**config.mk**
```make
export PLATFORM = sky130hd
export DESIGN_NAME = ofdm_qam_subcarrier_mapper
export DESIGN_NICKNAME = d
export VERILOG_FILES = /design/src/rtl/oqm_pkg.sv /design/src/rtl/oqm_fifo.sv /design/src/rtl/oqm_front.sv /design/src/rtl/oqm_back.sv /design/src/rtl/ofdm_qam_subcarrier_mapper.sv
export VERILOG_INCLUDE_DIRS = /design/src /design/src/rtl
export SDC_FILE = /design/constraint.sdc
export NUM_CORES = 1
export LEC_CHECK = 0
export BUFFER_PORTS_ARGS = -buffer_cell sky130_fd_sc_hd__buf_2
export CORE_MARGIN = 8
export CORE_UTILIZATION = 55
export CTS_CLUSTER_DIAMETER = 120
export DETAILED_ROUTE_END_ITERATION = 8
export HOLD_SLACK_MARGIN = 0.03
export PLACE_DENSITY_LB_ADDON = 0.3
export SLEW_MARGIN = 20
export SYNTH_ARGS = -nofsm -noshare
export SYNTH_HDL_FRONTEND = slang
export SYNTH_SLANG_ARGS = --single-unit
```
**constraint.sdc**
```tcl
create_clock -name clk_i -period 5.6 [get_ports clk_i]
set_clock_uncertainty 0.15 [all_clocks]
set_input_delay 1.12 -clock clk_i [delete_from_list [all_inputs] [get_ports clk_i]]
set_output_delay 1.12 -clock clk_i [all_outputs]
set_load 0.02 [all_outputs]
```
**src/rtl/ofdm_qam_subcarrier_mapper_macros.svh**
```systemverilog
// Assertion helpers shared by the mapper RTL.
`ifndef OFDM_QAM_SUBCARRIER_MAPPER_MACROS_SVH
`define OFDM_QAM_SUBCARRIER_MAPPER_MACROS_SVH

`ifndef ASSERT_OFF

// Property must hold at every clock edge outside reset.
`define OQM_ASSERT(label, clk, rst_n, prop) \
  label: assert property (@(posedge clk) disable iff (!rst_n) (prop)) \
    else $error("assertion failed");

// Condition implies a consequence in the next cycle.
`define OQM_ASSERT_NEXT(label, clk, rst_n, cond, cons) \
  label: assert property (@(posedge clk) disable iff (!rst_n) (cond) |=> (cons)) \
    else $error("assertion failed");

`else

`define OQM_ASSERT(label, clk, rst_n, prop)
`define OQM_ASSERT_NEXT(label, clk, rst_n, cond, cons)

`endif

`endif

```
**src/rtl/oqm_pkg.sv**
```systemverilog
`default_nettype none

package oqm_pkg;

  localparam int FRACTION_BITS_DEF = 13;
  localparam int QUEUE_DEPTH_DEF   = 2;
  localparam int SCALE_SHIFT       = 30;

  // Register map indexes
  localparam logic REG_MODULATION = 1'b0;
  localparam logic REG_LAYOUT     = 1'b1;

  typedef enum logic [1:0] {
    MOD_BPSK  = 2'd0,
    MOD_QPSK  = 2'd1,
    MOD_QAM16 = 2'd2,
    MOD_QAM64 = 2'd3
  } mod_e;

  typedef enum logic [1:0] {
    LAYOUT_LEGACY20 = 2'd0,
    LAYOUT_HT20     = 2'd1,
    LAYOUT_HT40     = 2'd2
  } layout_e;

  typedef struct packed {
    logic [1:0] modulation;
    logic [1:0] layout;
  } cfg_t;

  // One classified carrier between front and back
  typedef struct packed {
    logic [5:0] sym;
    logic [1:0] modulation;
    logic [1:0] layout;
    logic [6:0] pos;
    logic       last;
  } item_t;

  typedef struct packed {
    logic [6:0]  bin_index;
    logic [15:0] in_phase;
    logic [15:0] quadrature;
    logic        symbol_last;
  } result_t;

  typedef logic [15:0] level_tab_t [0:31];

  localparam logic [6:0] CARRIERS [0:3] = '{7'd48, 7'd52, 7'd108, 7'd48};

  // Runs of data carriers per layout (first bin, length); row 3 unused
  localparam logic [6:0] RUN_FIRST [0:3][0:7] = '{
    '{7'd6, 7'd12, 7'd26, 7'd33, 7'd40, 7'd54, 7'd0, 7'd0},
    '{7'd4, 7'd12, 7'd26, 7'd33, 7'd40, 7'd54, 7'd0, 7'd0},
    '{7'd6, 7'd12, 7'd40, 7'd54, 7'd66, 7'd76, 7'd90, 7'd118},
    '{7'd6, 7'd12, 7'd26, 7'd33, 7'd40, 7'd54, 7'd0, 7'd0}
  };
  localparam logic [6:0] RUN_LEN [0:3][0:7] = '{
    '{7'd5, 7'd13, 7'd6, 7'd6, 7'd13, 7'd5, 7'd0, 7'd0},
    '{7'd7, 7'd13, 7'd6, 7'd6, 7'd13, 7'd7, 7'd0, 7'd0},
    '{7'd5, 7'd27, 7'd13, 7'd9, 7'd9, 7'd13, 7'd27, 7'd5},
    '{7'd5, 7'd13, 7'd6, 7'd6, 7'd13, 7'd5, 7'd0, 7'd0}
  };

  localparam int LEVEL_LUT [0:3][0:7] = '{
    '{-1, 1, 0, 0, 0, 0, 0, 0},
    '{-1, 1, 0, 0, 0, 0, 0, 0},
    '{-3, -1, 3, 1, 0, 0, 0, 0},
    '{-7, -5, -1, -3, 7, 5, 1, 3}
  };

  // Unsigned Q34.30 scale factors: 1, 1/sqrt2, 1/sqrt10, 1/sqrt42
  localparam logic [63:0] SCALE_Q30 [0:3] = '{
    64'd1073741824, 64'd759250125, 64'd339546978, 64'd165681960
  };

  // Group size mask per modulation: 1, 2, 4 or 6 bits
  function automatic logic [5:0] group_mask(logic [1:0] modulation);
    logic [5:0] m;
    case (modulation)
      MOD_BPSK:  m = 6'b000001;
      MOD_QPSK:  m = 6'b000011;
      MOD_QAM16: m = 6'b001111;
      default:   m = 6'b111111;
    endcase
    return m;
  endfunction

  function automatic logic [2:0] group_size(logic [1:0] modulation);
    logic [2:0] n;
    case (modulation)
      MOD_BPSK:  n = 3'd1;
      MOD_QPSK:  n = 3'd2;
      MOD_QAM16: n = 3'd4;
      default:   n = 3'd6;
    endcase
    return n;
  endfunction

  // Bin of a carrier position: run starts depend on the layout only, so the
  // position is compared against every run in parallel and offset once
  function automatic logic [6:0] carrier_bin(logic [1:0] layout, logic [6:0] pos);
    logic [6:0] start;
    logic [6:0] bin;
    start = '0;
    bin   = '0;
    for (int k = 0; k < 8; k++) begin
      if (pos >= start && pos < start + RUN_LEN[layout][k]) begin
        bin = RUN_FIRST[layout][k] + (pos - start);
      end
      start = start + RUN_LEN[layout][k];
    end
    return bin;
  endfunction

  // Scaled, rounded, saturated levels for every modulation and level code
  function automatic level_tab_t build_levels(int frac);
    level_tab_t  tab;
    logic [63:0] mag;
    logic [63:0] r;
    logic [63:0] neg;
    int          shift;
    int          lvl;
    int          m;
    int          i;
    shift = SCALE_SHIFT - frac;
    for (m = 0; m < 4; m++) begin
      for (i = 0; i < 8; i++) begin
        lvl = LEVEL_LUT[m][i];
        mag = 64'(lvl < 0 ? -lvl : lvl) * SCALE_Q30[m];
        r   = (mag + (64'd1 << (shift - 1))) >> shift;
        if (lvl < 0) begin
          if (r > 64'd32768) r = 64'd32768;
          neg = 64'd0 - r;
          tab[m * 8 + i] = neg[15:0];
        end else begin
          if (r > 64'd32767) r = 64'd32767;
          tab[m * 8 + i] = r[15:0];
        end
      end
    end
    return tab;
  endfunction

endpackage

`default_nettype wire

```
**src/rtl/oqm_fifo.sv**
```systemverilog
`default_nettype none

`include "ofdm_qam_subcarrier_mapper_macros.svh"

module oqm_fifo #(
  parameter int WIDTH = 8,
  parameter int DEPTH = 2
) (
  input  wire logic             clk_i,
  input  wire logic             rst_ni,
  input  wire logic             push_i,
  input  wire logic [WIDTH-1:0] data_i,
  output logic                  full_o,
  input  wire logic             pop_i,
  output logic [WIDTH-1:0]      data_o,
  output logic                  empty_o
);

  localparam int PTR_W = (DEPTH > 1) ? $clog2(DEPTH) : 1;
  localparam int CNT_W = $clog2(DEPTH + 1);

  logic [WIDTH-1:0] mem_q [DEPTH];
  logic [PTR_W-1:0] wr_ptr_q, wr_ptr_d;
  logic [PTR_W-1:0] rd_ptr_q, rd_ptr_d;
  logic [CNT_W-1:0] count_q, count_d;
  logic             do_push, do_pop;

  assign full_o  = (count_q == CNT_W'(DEPTH));
  assign empty_o = (count_q == '0);
  assign do_push = push_i && !full_o;
  assign do_pop  = pop_i && !empty_o;
  assign data_o  = mem_q[rd_ptr_q];

  // Pointer and fill count update
  always_comb begin
    wr_ptr_d = wr_ptr_q;
    rd_ptr_d = rd_ptr_q;
    count_d  = count_q;
    if (do_push) begin
      wr_ptr_d = (wr_ptr_q == PTR_W'(DEPTH - 1)) ? '0 : wr_ptr_q + 1'b1;
    end
    if (do_pop) begin
      rd_ptr_d = (rd_ptr_q == PTR_W'(DEPTH - 1)) ? '0 : rd_ptr_q + 1'b1;
    end
    if (do_push && !do_pop) begin
      count_d = count_q + 1'b1;
    end else if (do_pop && !do_push) begin
      count_d = count_q - 1'b1;
    end
  end

  always_ff @(posedge clk_i or negedge rst_ni) begin
    if (!rst_ni) begin
      wr_ptr_q <= '0;
      rd_ptr_q <= '0;
      count_q  <= '0;
    end else begin
      wr_ptr_q <= wr_ptr_d;
      rd_ptr_q <= rd_ptr_d;
      count_q  <= count_d;
    end
  end

  // Storage, no reset
  always_ff @(posedge clk_i) begin
    if (do_push) begin
      mem_q[wr_ptr_q] <= data_i;
    end
  end

  `OQM_ASSERT(a_fifo_count_range, clk_i, rst_ni, count_q <= CNT_W'(DEPTH))
  `OQM_ASSERT_NEXT(a_fifo_fill, clk_i, rst_ni, do_push && !do_pop,
    count_q == $past(count_q) + 1'b1)

endmodule

`default_nettype wire

```
**src/rtl/oqm_front.sv**
```systemverilog
`default_nettype none

`include "ofdm_qam_subcarrier_mapper_macros.svh"

module oqm_front (
  input  wire logic          clk_i,
  input  wire logic          rst_ni,
  input  wire oqm_pkg::cfg_t cfg_i,
  input  wire logic          accept_i,
  input  wire logic          coded_bit_i,
  output logic               push_o,
  output oqm_pkg::item_t     item_o
);

  logic [5:0] gather_q, gather_d;
  logic [2:0] held_q, held_d;
  logic [6:0] count_q, count_d;
  logic [5:0] gather_nxt;
  logic [2:0] held_nxt;
  logic [1:0] layout;
  logic [6:0] total;
  logic [6:0] pos;
  logic       last;
  logic       complete;

  // Layout code 3 falls back to legacy 20 MHz
  assign layout = (cfg_i.layout == oqm_pkg::LAYOUT_HT20 ||
                   cfg_i.layout == oqm_pkg::LAYOUT_HT40) ? cfg_i.layout
                                                         : oqm_pkg::LAYOUT_LEGACY20;
  assign total  = oqm_pkg::CARRIERS[layout];

  // Shift in the bit and check for a full group
  assign gather_nxt = {gather_q[4:0], coded_bit_i};
  assign held_nxt   = held_q + 3'd1;
  assign complete   = (held_nxt >= oqm_pkg::group_size(cfg_i.modulation));

  // Carrier position restarts if it ran past the layout
  assign pos  = (count_q >= total) ? 7'd0 : count_q;
  assign last = ((8'(pos) + 8'd1) >= 8'(total));

  assign push_o            = accept_i && complete;
  assign item_o.sym        = gather_nxt & oqm_pkg::group_mask(cfg_i.modulation);
  assign item_o.modulation = cfg_i.modulation;
  assign item_o.layout     = layout;
  assign item_o.pos        = pos;
  assign item_o.last       = last;

  always_comb begin
    gather_d = gather_q;
    held_d   = held_q;
    count_d  = count_q;
    if (accept_i) begin
      if (complete) begin
        gather_d = '0;
        held_d   = '0;
        count_d  = last ? 7'd0 : pos + 7'd1;
      end else begin
        gather_d = gather_nxt;
        held_d   = held_nxt;
      end
    end
  end

  always_ff @(posedge clk_i or negedge rst_ni) begin
    if (!rst_ni) begin
      gather_q <= '0;
      held_q   <= '0;
      count_q  <= '0;
    end else begin
      gather_q <= gather_d;
      held_q   <= held_d;
      count_q  <= count_d;
    end
  end

  `OQM_ASSERT(a_held_range, clk_i, rst_ni, held_q <= 3'd6)
  `OQM_ASSERT_NEXT(a_group_clears, clk_i, rst_ni, push_o, held_q == 3'd0)
  `OQM_ASSERT_NEXT(a_bit_counted, clk_i, rst_ni, accept_i && !complete,
    held_q == $past(held_q) + 3'd1)

endmodule

`default_nettype wire

```
**src/rtl/oqm_back.sv**
```systemverilog
`default_nettype none

module oqm_back #(
  parameter int FRACTION_BITS = oqm_pkg::FRACTION_BITS_DEF
) (
  input  wire oqm_pkg::item_t item_i,
  output oqm_pkg::result_t    result_o
);

  localparam oqm_pkg::level_tab_t LEVELS = oqm_pkg::build_levels(FRACTION_BITS);

  logic [2:0] i_code;
  logic [2:0] q_code;

  // Split the group: upper half to I, lower half to Q; BPSK puts its single bit on I
  always_comb begin
    case (item_i.modulation)
      oqm_pkg::MOD_BPSK: begin
        i_code = {2'b00, item_i.sym[0]};
        q_code = 3'd0;
      end
      oqm_pkg::MOD_QPSK: begin
        i_code = {2'b00, item_i.sym[1]};
        q_code = {2'b00, item_i.sym[0]};
      end
      oqm_pkg::MOD_QAM16: begin
        i_code = {1'b0, item_i.sym[3:2]};
        q_code = {1'b0, item_i.sym[1:0]};
      end
      default: begin
        i_code = item_i.sym[5:3];
        q_code = item_i.sym[2:0];
      end
    endcase
  end

  // Level lookup and bin placement
  assign result_o.bin_index   = oqm_pkg::carrier_bin(item_i.layout, item_i.pos);
  assign result_o.in_phase    = LEVELS[{item_i.modulation, i_code}];
  assign result_o.quadrature  = (item_i.modulation == oqm_pkg::MOD_BPSK) ? 16'd0
                                : LEVELS[{item_i.modulation, q_code}];
  assign result_o.symbol_last = item_i.last;

endmodule

`default_nettype wire

```
**src/rtl/ofdm_qam_subcarrier_mapper.sv**
```systemverilog
// Path: the carrier of a completed group reaches the outputs through the mid queue,
//   then the output queue, after the edge that takes its last bit.
// Throughput: one coded bit per cycle while the mid queue is not full, one carrier per 1, 2,
//   4 or 6 bits; set by the front bit shifter, with queues before and after the level lookup.
// Reset: rst_ni low clears the gatherer, carrier count, queues and registers
//   (BPSK, legacy 20 MHz).
`default_nettype none

module ofdm_qam_subcarrier_mapper #(
  parameter int FRACTION_BITS = oqm_pkg::FRACTION_BITS_DEF,
  parameter int QUEUE_DEPTH   = oqm_pkg::QUEUE_DEPTH_DEF
) (
  input  wire logic        clk_i,
  input  wire logic        rst_ni,
  // register port
  input  wire logic        psel,
  input  wire logic        penable,
  input  wire logic        pwrite,
  input  wire logic [2:0]  paddr,
  input  wire logic [31:0] pwdata,
  output logic [31:0]      prdata,
  output logic             pready,
  // bit input
  input  wire logic        push,
  output logic             full,
  input  wire logic        coded_bit_i,
  // carrier output
  output logic             empty,
  input  wire logic        pop,
  output logic [6:0]       bin_index_o,
  output logic [15:0]      in_phase_o,
  output logic [15:0]      quadrature_o,
  output logic             symbol_last_o
);

  logic [1:0]       modulation_q, modulation_d;
  logic [1:0]       layout_q, layout_d;
  logic             cfg_wr;
  oqm_pkg::cfg_t    cfg;
  logic             accept;
  logic             mid_push, mid_full, mid_empty, mid_pop;
  oqm_pkg::item_t   mid_in, mid_out;
  logic             out_full;
  oqm_pkg::result_t res_in, res_out;

  // Register port
  assign pready = 1'b1;
  assign cfg_wr = psel && penable && pwrite && pready;

  always_comb begin
    modulation_d = modulation_q;
    layout_d     = layout_q;
    if (cfg_wr) begin
      case (paddr[2])
        oqm_pkg::REG_MODULATION: modulation_d = pwdata[1:0];
        default:                 layout_d     = pwdata[1:0];
      endcase
    end
  end

  always_comb begin
    case (paddr[2])
      oqm_pkg::REG_MODULATION: prdata = {30'd0, modulation_q};
      default:                 prdata = {30'd0, layout_q};
    endcase
  end

  always_ff @(posedge clk_i or negedge rst_ni) begin
    if (!rst_ni) begin
      modulation_q <= oqm_pkg::MOD_BPSK;
      layout_q     <= oqm_pkg::LAYOUT_LEGACY20;
    end else begin
      modulation_q <= modulation_d;
      layout_q     <= layout_d;
    end
  end

  assign cfg.modulation = modulation_q;
  assign cfg.layout     = layout_q;

  // Front: gather bits into groups
  assign full   = mid_full;
  assign accept = push && !mid_full;

  oqm_front u_front (
    .clk_i       (clk_i),
    .rst_ni      (rst_ni),
    .cfg_i       (cfg),
    .accept_i    (accept),
    .coded_bit_i (coded_bit_i),
    .push_o      (mid_push),
    .item_o      (mid_in)
  );

  oqm_fifo #(
    .WIDTH ($bits(oqm_pkg::item_t)),
    .DEPTH (QUEUE_DEPTH)
  ) u_mid_fifo (
    .clk_i   (clk_i),
    .rst_ni  (rst_ni),
    .push_i  (mid_push),
    .data_i  (mid_in),
    .full_o  (mid_full),
    .pop_i   (mid_pop),
    .data_o  (mid_out),
    .empty_o (mid_empty)
  );

  // Back: levels and bin, one carrier per transfer into the output queue
  assign mid_pop = !mid_empty && !out_full;

  oqm_back #(
    .FRACTION_BITS (FRACTION_BITS)
  ) u_back (
    .item_i   (mid_out),
    .result_o (res_in)
  );

  oqm_fifo #(
    .WIDTH ($bits(oqm_pkg::result_t)),
    .DEPTH (QUEUE_DEPTH)
  ) u_out_fifo (
    .clk_i   (clk_i),
    .rst_ni  (rst_ni),
    .push_i  (mid_pop),
    .data_i  (res_in),
    .full_o  (out_full),
    .pop_i   (pop),
    .data_o  (res_out),
    .empty_o (empty)
  );

  assign bin_index_o   = res_out.bin_index;
  assign in_phase_o    = res_out.in_phase;
  assign quadrature_o  = res_out.quadrature;
  assign symbol_last_o = res_out.symbol_last;

endmodule

`default_nettype wire

```
; After elaboration in Yosys (flattened, before gate mapping)
; Memories as Yosys holds them, arrays and structs flattened.
; Index checks and enable logic that the tools add are counted.
[totals]
register_bits = 27
ramBits = 116
mem_bits_ro = 1024
input_bits = 43
output_inout_bits = 75
word_cells = 168
n_memories = 4
[mem_list]
columns = memory, words, word_bits, read_ports, rd_ports_with_merged_regs, wr, line
row1 = (no name shown), 32, 16, 1, 0, 0, oqm_back.sv:39  ; assign result_o.in_phase = LEVELS[{item_i.modulation, i_code}];
row2 = (no name shown), 32, 16, 1, 0, 0, oqm_back.sv:41  ; : LEVELS[{item_i.modulation, q_code}];
row3 = u_out_fifo.mem_q, 2, 40, 1, 0, 1, oqm_fifo.sv:22  ; logic [WIDTH-1:0] mem_q [DEPTH];
row4 = u_mid_fifo.mem_q, 2, 18, 1, 0, 1, oqm_fifo.sv:22
[classes]
addsub = 33
n_lt_le_gt_ge = 23
eq_ne = 8
mux = 44
bitwise_logic = 6
reduce_logical = 39
[ops]
columns = op, n
row1 = $bmux W56 S2, 2
row2 = $mux W56, 4
row3 = $add A7 B7 Y7, 15
row4 = $mux W7, 12
row5 = $mux W16, 5
row6 = $ge A7 B7 Y1, 8
row7 = $lt A7 B7 Y1, 8
row8 = $sub A7 B7 Y7, 7
row9 = $pmux W3 S3, 3
row10 = $logic_and A1 B1 Y1, 21
row11 = $pmux W6 S3, 1
row12 = $bmux W7 S2, 1
row13 = $ge A6 B6 Y1 const B, 2
row14 = $mux W2, 6
row15 = $not A5 Y6, 2
row16 = $eq A2 B2 Y1 const B, 5
row17 = $add A7 B1 Y8 const B, 1
row18 = $ge A8 B7 Y1, 1
row19 = $logic_not A1 Y1, 8
row20 = $logic_not A2 Y1, 4
row21 = $mux W1, 8
row22 = $add A7 B1 Y7 const B, 1
row23 = $ge A7 B1 Y1 const B, 1
row24 = $and A6 B6 Y6, 1
row25 = 14 further kinds, 26

; Depth between registers and ports, before layout
; An unclocked memory read counts as a cell.
[logic_depth]
ltp_word = 15
mapped_depth = 19
mapped_depth_nobuf = 19

; By module
; A second synthesis with hierarchy kept.
[unflattened]
hier_cells = 954
hier_area_um2 = 10739.0
[by_module_without_submodules]
columns = mod, n_inst, cells_each, area_each_um2, seq_area_each_um2
row1 = oqm_back, 1, 540, 4165.2, 0.0
row2 = oqm_fifo at u_out_fifo, 1, 144, 3286.9, 2502.4
row3 = oqm_fifo at u_mid_fifo, 1, 75, 1545.2, 1181.1
row4 = oqm_front, 1, 148, 1293.7, 375.4
row5 = ofdm_qam_subcarrier_mapper, 1, 47, 447.9, 100.1

; Worst setup path after synthesis
; No wires, ideal clock.
[synth_timing]
kind = flip-flop to flip-flop
from = reg u_mid_fifo.rd_ptr_q
to = mem u_out_fifo.mem_q[0][39] (netlist name) (data pin)
setup_ps = 167
arrival_time_ps = 4516
required_time_ps = 5283
path_slack_ps = 767
path_stages_with_launch = 17
path_buffers = 3
period_less_slack_ps = 4833
cell_sequence = dfrtp_1 > buf_6 > clkbuf_1 > buf_1 > mux2_2 > inv_1 > ha_1 > inv_1 > fa_1 > fa_1 > nand2b_1 > a21oi_1 > o21ai_0 > and4_1 > o311a_1 > o211a_1 > a211oi_2
[synth_lines]
columns = item, line
row1 = from (decl), oqm_fifo.sv:24  ; logic [PTR_W-1:0] rd_ptr_q, rd_ptr_d;
row2 = from (signal assigned), oqm_fifo.sv:59  ; rd_ptr_q <= rd_ptr_d;
row3 = to (decl), oqm_fifo.sv:22

==> qor.yml <==
htreeDepth: 4
endpoint_kind: "flop"
coreArea_um2: 17200
die_area_um2: 22100
first_pass_iters: 5
grt_setup_unrepaired: "false"
synth_top_area_cell: "edfxtp_1"
clock_path_buffers: 2
synth_edf_count: 112
dp.cells: 1170
period_needed_ns: 4.87
finalCritPeriodShare_pct: 86.9
wl_mm: 22.1
synthArstFlopShare_pct: 19.4
hold_viol: 0
grt_pass1_vias: 7119
postCtsResizedCells: 0
max_freq_mhz: 205
cts_setup_buffers: 0
status: "complete, no violations"
crit_path_max_incr_delay_ns: 0.44
synthTopCellsByCount: "edfxtp_1, ha_1, nand2_1"
worst_pin_slew_ns: 0.943
worst-setup-path-type: "reg2reg"
syn-cell-area_um2: 9680
syn_avg_cell_area_um2: 10.7
rows: 48
drc: 0
crit_start: "layout_q[0]$_DFFE_PN0P_"
cp.arrival_ns: 5.02
grt_max_degree: 39
clk_latency_ns: 0.42
yosys_warnings: 0
crit_required_ns: 5.75
io_pins: 118
fp.dieH_um: 149
relSlewSlack_pct: 37.1
startpoint_type: "flop"
diodes: 0
place_area_um2: 10100
final_area_um2: 10700
synth_top_cell_area_share_pct: 34.7
clock-sinks: 139
hpwl_mm: 16.0
grt_first_pass_wirelength_mm: 35.8
post-synth-top-count-cell: "edfxtp_1"
vias_per_cell: 5.82
path_clk_slew_ns: 0.06
hold_path_startpoint: "u_front.gather_q[4]$_DFFE_PN0P_"
drt_iter0_drc: 654
post_synth_num_cell_types: 73
gp_congestion: 0.942
r2r-start: "layout_q[0]$_DFFE_PN0P_"
finalSetupViolCount: 0
initial_core_util_pct: 56.2
ant_nets: 0
numCtsBuffers: 17
cts-hold-fix-buffers: 0
stdcell_count: 1203
path_cells: "inv_1, ha_1, inv_1, ha_1, nor2b_1, a311oi_1, a211oi_1, a311oi_1, and2_1, ha_1, xnor2_1, ha_1, a21bo_2, a21o_1, a21oi_1, o21ai_0, a41o_1, o41ai_1"
vias: 6998
areaGrowthSynthToFinish_pct: 10.5
ys_seq_elements: 139
cts_root_buffer: "clkbuf_16"
crit_path_frequent_cell: "ha_1"
syn_inst: 905
nets: 1125
maxCapViolCount: 0
tns_ns: 0
grt-ovfl-total: 0
synthFlopType: "edfxtp_1"
critical_path.max_fanout: 8
wire_per_inst_um: 18.3
die_w_um: 149
crit_slowest_cell: "a311oi_1"
yosysSeqAreaShare_pct: 41.7
cts_tree: "done"
antenna_found_initial: 0
postLayoutCoreUtil_pct: 62.1
track_usage_pct: 20.4
maxSlewViolCount: 0
drive_gt1_share_pct: 17.4
min_path_type: "reg2reg"
synthTopCellsByArea: "edfxtp_1, ha_1, dfrtp_1"
portBuffers: 54
[area by class of cell]
cell class / instances / area (µm²)
fill: 1394 / 6540
multi-input combinational: 681 / 5190
sequential: 139 / 4040
clock buffer: 17 / 425
timing repair buffer: 67 / 380
tap: 225 / 282
inverter: 59 / 223
clock inverter: 15 / 155
[registers in the layout (all words and copies together), names as in the netlist]
signal	flops
u_out_fifo.rd_ptr_q	1
modulation_q	2
u_mid_fifo.count_q	2
u_out_fifo.mem_q	76
u_mid_fifo.rd_ptr_q	1
u_mid_fifo.mem_q	36
u_front.held_q	3
u_mid_fifo.wr_ptr_q	1
u_front.count_q	7
u_out_fifo.count_q	2
u_out_fifo.wr_ptr_q	1
u_front.gather_q	5
layout_q	2
[critical path: cells and delay by family, from the launching register on]
kind / cells / cell delay (ns)
buffers and inverters: 2 / 0.28
adder cells (fa/ha/maj): 4 / 1.15
flip-flops: 1 / 0.40
XOR/XNOR: 1 / 0.17
AND/OR/NAND/NOR: 2 / 0.40
AO/OA/AOI/OAI: 9 / 2.19
[through the flow]
stage                     hold slack [ns]  setup slack [ns]
final                               0.329             0.733
after CTS                           0.329             0.697
after floorplan                     0.293             0.767
after global routing                0.369             0.351
after detailed placement            0.315             0.768
after global placement              0.312             0.831
[path summary, 6_finish.rpt]
| path | to | slack (ns) | cells after the start |
|---|---|---|---|
| worst max-delay path | u_front.count_q[3]$_DFFE_PN0P_ | 0.73 | 18 |
| worst min-delay path | u_front.gather_q[4]$_DFFE_PN0P_ | 0.33 | 2 |
| worst max register to register | u_front.count_q[3]$_DFFE_PN0P_ | 0.73 | 18 |
| worst min register to register | u_front.gather_q[4]$_DFFE_PN0P_ | 0.33 | 2 |
| max in group asynchronous | u_front.count_q[6]$_DFFE_PN0P_ | 4.32 | 1 |
| min in group asynchronous | u_front.held_q[1]$_DFFE_PN0P_ | 0.56 | 1 |
[placed cells by master, fill, tap and decap left out, types with 3 or more instances in the layout]
master and count:
nand3_1 16, xnor2_1 32, o22ai_1 9, dfrtp_1 27, o21ai_0 56, nand2_1 83
and2_1 10, a311oi_1 5, inv_6 6, fa_1 13, ha_1 104, conb_1 31
nor4_1 3, o221ai_1 4, buf_2 54, o211ai_1 7, xor2_1 16, nor2_1 53
nand4_1 5, clkbuf_16 17, a21o_1 17, a311o_1 3, a31o_2 4, buf_4 12
a21oi_1 40, o211a_1 3, and3_1 5, a31oi_1 7, o31ai_1 4, mux2i_1 12
nor3_1 8, inv_1 57, mux2_2 56, nor2b_1 10, edfxtp_1 112, nand2b_1 12
a211oi_1 3
[cells by family (layout without fill, tap and decap cells)]
logic type      after synthesis  after routing  synth area share, %
compound gates              189            189                 12.8
xor+xnor                     48             48                 4.34
fa+ha+maj                   117            117                 16.1
buf+inv                     114            158                 5.85
flops                       139            139                 41.7
mux                          70             70                 8.10
other cells                   2             31               0.0776
simple gates                226            226                 11.0
[metal layers]
layer	GRT usage, %	vias to the layer above	routed length [µm]
li1	-	3337	-
met1	25.8	3355	9630
met2	33.6	256	10500
met3	4.10	50	1320
met4	8.06	0	588
met5	0	-	0
Power is left out: the tool's default activity adds up to more than one toggle a clock period on the data nets, which glitch-free logic cannot reach.
